File: config.mk
export PLATFORM = sky130hd
export DESIGN_NAME = cau_out
export DESIGN_NICKNAME = d
export VERILOG_FILES = /design/src/cau_pkg.sv /design/src/cau_out.sv
export SDC_FILE = /design/constraint.sdc
export NUM_CORES = 1
export LEC_CHECK = 0
export ABC_AREA = 1
export BUFFER_PORTS_ARGS = -buffer_cell sky130_fd_sc_hd__buf_2
export CORE_AREA = 2 2 157 159
export DETAILED_ROUTE_END_ITERATION = 10
export DIE_AREA = 0 0 159 161
export GPL_ROUTABILITY_DRIVEN = 0
export PLACE_DENSITY = 0.48
export SKIP_CTS_REPAIR_TIMING = 1
export SLEW_MARGIN = 40
export SYNTH_ARGS = -nofsm -noshare
export SYNTH_HDL_FRONTEND = slang
export SYNTH_SLANG_ARGS = --single-unit
export TNS_END_PERCENT = 10
File: constraint.sdc
create_clock -name clock -period 3 [get_ports clock]
set_input_delay 0.6 -clock clock [delete_from_list [all_inputs] [get_ports clock]]
set_output_delay 0.6 -clock clock [all_outputs]
set_load 0.05 [all_outputs]
File: src/cau_pkg.sv
// ---------------------------------------------------------------------------
// cau_pkg: shared types and constants of the complex arithmetic unit
// Opcodes, request and response payloads, and the records that pass
// between the front pipeline, the divider array and the output stage.
// ---------------------------------------------------------------------------
package cau_pkg;

   // Width of every operand and result part (signed fixed point)
   localparam int DATA_WIDTH = 32;
   // Magnitude of any dividend, for every fraction width below DATA_WIDTH
   localparam int MAG_WIDTH  = 3 * DATA_WIDTH + 2;
   // Divisor width: sum of two squares of (DATA_WIDTH+1)-bit values
   localparam int DEN_WIDTH  = 2 * DATA_WIDTH + 2;

   typedef enum logic [3:0] {
      OP_ADD    = 4'd0,
      OP_SUB    = 4'd1,
      OP_MUL    = 4'd2,
      OP_DIV    = 4'd3,
      OP_PAR    = 4'd4,
      OP_SCALE  = 4'd5,
      OP_DIVR   = 4'd6,
      OP_NEG    = 4'd7,
      OP_RECIP  = 4'd8,
      OP_SQUARE = 4'd9
   } op_type;

   typedef struct packed {
      logic [3:0]                    opcode;
      logic signed [DATA_WIDTH-1:0]  a_real;
      logic signed [DATA_WIDTH-1:0]  a_imag;
      logic signed [DATA_WIDTH-1:0]  b_real;
      logic signed [DATA_WIDTH-1:0]  b_imag;
   } req_type;

   typedef struct packed {
      logic signed [DATA_WIDTH-1:0]  y_real;
      logic signed [DATA_WIDTH-1:0]  y_imag;
      logic                          divide_by_zero;
      logic                          overflowed;
   } rsp_type;

   // Front pipeline result: dividends in sign-magnitude form plus the
   // finished result of the non-dividing operations
   typedef struct packed {
      logic                          is_div;
      logic                          dz;
      logic                          neg_r;
      logic                          neg_i;
      logic [MAG_WIDTH-1:0]          mag_r;
      logic [MAG_WIDTH-1:0]          mag_i;
      logic [DEN_WIDTH-1:0]          den;
      logic signed [DATA_WIDTH-1:0]  y_real;
      logic signed [DATA_WIDTH-1:0]  y_imag;
      logic                          ov;
   } fe_type;

   // One divider stage: partial remainder and shared dividend/quotient word
   typedef struct packed {
      logic                          is_div;
      logic                          dz;
      logic                          neg_r;
      logic                          neg_i;
      logic                          big_r;
      logic                          big_i;
      logic [DEN_WIDTH-1:0]          rem_r;
      logic [DEN_WIDTH-1:0]          rem_i;
      logic [DEN_WIDTH-1:0]          den;
      logic [DATA_WIDTH-1:0]         lq_r;
      logic [DATA_WIDTH-1:0]         lq_i;
      logic signed [DATA_WIDTH-1:0]  y_real;
      logic signed [DATA_WIDTH-1:0]  y_imag;
      logic                          ov;
   } dv_type;

endpackage

File: src/cau_out.sv
// ---------------------------------------------------------------------------
// cau_out: result stage
// Signs and saturates the quotients, selects the result and flags, and
// holds the response in the output register.
// ---------------------------------------------------------------------------
module cau_out (
   input  logic             clock,
   input  logic             reset,
   input  logic             in_valid,
   output logic             in_ready,
   input  cau_pkg::dv_type  in_data,
   output logic             rsp_valid,
   input  logic             rsp_ready,
   output cau_pkg::rsp_type rsp_payload
);
   import cau_pkg::*;

   localparam int W = DATA_WIDTH;
   localparam logic [W-1:0] LIM = W'(1) << (W - 1);

   // Apply the sign to a quotient magnitude, saturating; top bit is overflow
   function automatic logic [W:0] sat_q(input logic neg, input logic big,
                                        input logic [W-1:0] q);
      logic [W:0] r;
      if (!neg) begin
         if (big || q[W-1]) r = {1'b1, ~LIM};
         else r = {1'b0, q};
      end else begin
         if (big || (q > LIM)) r = {1'b1, LIM};
         else r = {1'b0, ~q + 1'b1};
      end
      return r;
   endfunction

   logic    v_ff;
   rsp_type rsp_ff;
   rsp_type rsp_in;
   logic [W:0] qr_in, qi_in;

   assign in_ready    = !v_ff || rsp_ready;
   assign rsp_valid   = v_ff;
   assign rsp_payload = rsp_ff;

   // Pick quotient, zero-divisor or direct result
   always_comb begin
      qr_in = sat_q(in_data.neg_r, in_data.big_r, in_data.lq_r);
      qi_in = sat_q(in_data.neg_i, in_data.big_i, in_data.lq_i);
      rsp_in = '0;
      if (!in_data.is_div) begin
         rsp_in.y_real     = in_data.y_real;
         rsp_in.y_imag     = in_data.y_imag;
         rsp_in.overflowed = in_data.ov;
      end else if (in_data.dz) begin
         rsp_in.divide_by_zero = 1'b1;
      end else begin
         rsp_in.y_real     = qr_in[W-1:0];
         rsp_in.y_imag     = qi_in[W-1:0];
         rsp_in.overflowed = qr_in[W] | qi_in[W];
      end
   end

   always_ff @(posedge clock) begin
      if (reset) begin
         v_ff <= 1'b0;
      end else if (in_ready) begin
         v_ff <= in_valid;
      end
   end

   always_ff @(posedge clock) begin
      if (in_ready) begin
         rsp_ff <= rsp_in;
      end
   end

endmodule

Word level (Yosys, flattened, before mapping):

Cells that the tools add are included.

* bits in registers: 67
* bits of input ports: 337
* output and inout bits: 68
* logic and storage cells: 29

* add/sub/neg operators: 2
* order comparisons: 2
* muxes and demuxes: 11
* bitwise operators: 3
* reduce and logical (&&, ||, !) cells: 6

Operator list (number)
* two-way mux 33 bit: 6
* two-way mux 64 bit: 2
* adder 32 x 1 -> 32 bit, second input constant: 2
* > comparator 32 bit, second input constant: 2
* inverter 32 bit: 2
* logical OR 1 bit: 5
* two-way mux 1 bit: 3
* logical NOT 1 bit: 1
* bitwise OR 1 bit: 1

Longest topological paths before layout:

* depth after elaboration: 7
* gate-level depth with buffers: 12
* mapped depth without buffers: 11

Worst setup path after synthesis:

Ideal clock, no wire load.

* path kind: input to output
* start: in rsp_ready
* end: out in_ready
* arrival: 2.351 ns
* data required time: 2.400 ns
* slack: 0.049 ns
* stages: 2
* buffers on the path: 0
* cells stage by stage: inv_1 -> nand2_1

* longest elaborated chain between the ends: 1

RTL lines
* from (decl): line cau_out.sv:13 `input logic rsp_ready,`
* logical OR 1 bit: line cau_out.sv:40 `assign in_ready = !v_ff || rsp_ready;`
* to (decl): line cau_out.sv:10 `output logic in_ready,`

No other way between the ends.

==> flow_summary.ini <==
[worst_setup_path]
reg2regPathDepth = 2
cp-end-kind = flip-flop
r2r_end = rsp_payload[22]$_DFFE_PP_
cpMostUsedCell = nand2_1
rr_startpoint = rsp_valid$_SDFFE_PP0P_
crit_slowest_cell = nand3_2
cp-start-kind = input pin
crit_required_ns = 3.09
worstSetupStartpoint = in_data[65]
crit_chain = buf_2 > inv_1 > ha_1 > nand2_1 > nor2_2 > nand4_1 > nand3_2 > buf_4 > nand3_1 > nand2_1
crit_type = input pin to flip-flop
cpPeakStageDelay_ns = 0.47
critPathMaxFanout = 22
r2r_slack_ns = 1.81
cp.arrival_ns = 2.30

[sta]
worstMarginPinSlew_ns = 0.769
min_period_over_period_pct = 73.6
final-setup-viol-count = 0
max_freq_mhz = 453
rsz0062_at_grt = false
finalClockSkew_ns = 0.0136
slew_headroom_pct = 48.6
finalHoldViolCount = 0
finalSetupTns_ns = 0
drv_slew = 0
fin_crit_ns = 2.21

[cts]
numCtsBuffers = 9
cts_root_buf = clkbuf_16
clock_latency_ns = 0.35
htreeDepth = 3
clkSinkCount = 67
cts.clk_slew.worst_paths_ns = 0.06
cts_tree = built
clockBufferDepth = 2

[floorplan]
rows = 57
die_h_microns = 161
die_area_sq_mm = 0.0256
die-width_microns = 159
start_util_pct = 21.9
io_pins = 405
core_area_sq_mm = 0.0240

[logic_synthesis]
synth_area_sq_mm = 0.00526
ys_ff_latch = 67
ys.flop_type = edfxtp_1
synth_nets = 1145
syn_avg_cell_area_sq_um = 6.52
syn_inst = 806
async_reset_ff_share_pct = 0
synth_edf_count = 66
ys.warnings.count = 0
ys_seq_area_share_pct = 38.1
synth_cell_types = 30

[place]
dp_hpwl_microns = 16700
io_buffers = 206

[layout]
nNetsFinal = 1350
drive_gt1_share_pct = 25.1
area_growth_pct = 33.1
fill_cells = 2741
utilization_pct = 29.2

[grt]
grt.overflow.total = 0
grt_use_total_pct = 16.4
grt_first_pass_wirelength_microns = 32300
antenna_found_initial = 11
grt_max_degree = 66
grt_pass1_vias = 5594

[hold_path]
hold_path.startpoint = reset
holdCritPathClass = input pin to flip-flop
hold_end = rsp_valid$_SDFFE_PP0P_
hold_depth = 2

[drt]
drt_iter0_drc = 370
final_antenna_net_count = 0
drc = 0
via_count = 6080
drtPass1Iterations = 5
vias_per_cell = 4.52
wl_per_cell_microns = 15.9
routed_wl_microns = 21300

[power_and_ir_drop]
irDropWorstVdd_v = 0.000195
p_leak_nw = 3.38
power.density_mw_per_mm2 = 451

[run_status]
status = completed

[flow_run]
max-cap-violations = 0
==> layout make-up <==
type	instances	area, sq um	area share [%]
Antenna cell	4	10.0	0.143
Clock buffer	9	225	3.22
Clock inverter	7	68.8	0.984
Inverter	71	267	3.81
Multi-Input combinational cell	640	2850	40.8
Sequential cell	67	2000	28.6
Tap cell	324	405	5.80
Timing Repair Buffer	222	1160	16.6
==> kinds of logic after synthesis <==
logic type                 count (synthesis)  share of synthesized area [%]
AOI/OAI and AO/OA                        113                           11.3
DFF                                       67                           38.1
and+or+nand+nor                          520                           41.5
adders and majority gates                  2                          0.476
xor gates and xnor gates                   5                          0.833
buffers and inverters                     99                           7.85
==> cell usage in the layout, fill, tap and decap left out, drive strengths merged <==
master	instances
nand2	262
buf	222
nor2	131
nand3	106
inv	70
edfxtp	66
o21ai	62
a21oi	35
nand4	19
clkbuf	9
a31oi	6
clkinv	6
o22ai	5
diode	4
xor2	4
o31ai	4
ha	2
nor3	1
nand3b	1
xnor2	1
o2bb2ai	1
clkinvlp	1
bufinv	1
dfxtp	1
==> cell usage after synthesis, types with 3 or more instances <==
| cell type | number | area (sq um) |
|---|---|---|
| nor2_2 | 7 | 43.8 |
| o31ai_1 | 4 | 30.0 |
| o22ai_1 | 5 | 31.3 |
| nand4_1 | 19 | 119 |
| inv_1 | 68 | 255 |
| xor2_1 | 4 | 35.0 |
| buf_2 | 6 | 30.0 |
| edfxtp_1 | 66 | 1980 |
| buf_6 | 3 | 33.8 |
| nand2_2 | 3 | 18.8 |
| a21oi_1 | 35 | 175 |
| o21ai_0 | 58 | 290 |
| o21ai_1 | 4 | 20.0 |
| nand3_1 | 104 | 521 |
| clkbuf_1 | 17 | 63.8 |
| nand2_1 | 259 | 972 |
| a31oi_1 | 6 | 37.5 |
| nor2_1 | 123 | 462 |
==> registers in the layout, summed over array words and instances (netlist names) <==
| signal | cells |
|---|---|
| rsp_payload | 66 |
| rsp_valid | 1 |
==> through the flow <==
stage | setup WS [ns] | cells | cell area (sq um) | total power [mW] | hold slack, ns
after floorplan | 0.0488 | 806 | 5260 | 1.78 | 0.669
after global placement | 0.423 | 1324 | 6690 | 2.08 | 0.505
after detailed placement | 0.436 | 1324 | 6690 | 2.08 | 0.517
after CTS | 0.797 | 1340 | 6980 | 3.21 | 0.391
after global routing | 0.632 | 1341 | 6990 | 3.31 | 0.402
final | 0.793 | 1344 | 7000 | 3.16 | 0.410
==> worst max-delay path, delay by kind of cell <==
family	cells	cell delay, ns
and+or+nand+nor	6	0.94
buffers and inverters	3	0.50
adders and majority gates	1	0.24
==> where the power goes <==
group | switching, mW | internal, mW | total (mW)
Combinational | 0.669 | 0.235 | 0.903
Sequential | 0.0229 | 1.13 | 1.16
Clock | 0.454 | 0.641 | 1.10
Total | 1.15 | 2.01 | 3.16
==> how the worst max path moves through the flow <==
| stage | end | cells after the start |
|---|---|---|
| after floorplan | in_ready | 2 |
| after global placement | rsp_payload[15]$_DFFE_PP_ | 10 |
| after detailed placement | rsp_payload[17]$_DFFE_PP_ | 10 |
| after CTS | rsp_payload[16]$_DFFE_PP_ | 10 |
| after global routing | rsp_payload[3]$_DFFE_PP_ | 9 |
| final | rsp_payload[16]$_DFFE_PP_ | 10 |
==> layer usage <==
metal,vias to the layer above,part of all wire [%],global-route usage (%)
met5,-,0.38,0
met4,12,1.4,4.59
met3,26,9.6,5.73
met1,2713,51,24.2
met2,229,38,22.3
li1,3100,-,-
Note: power is estimated with default switching activity, not from simulation.
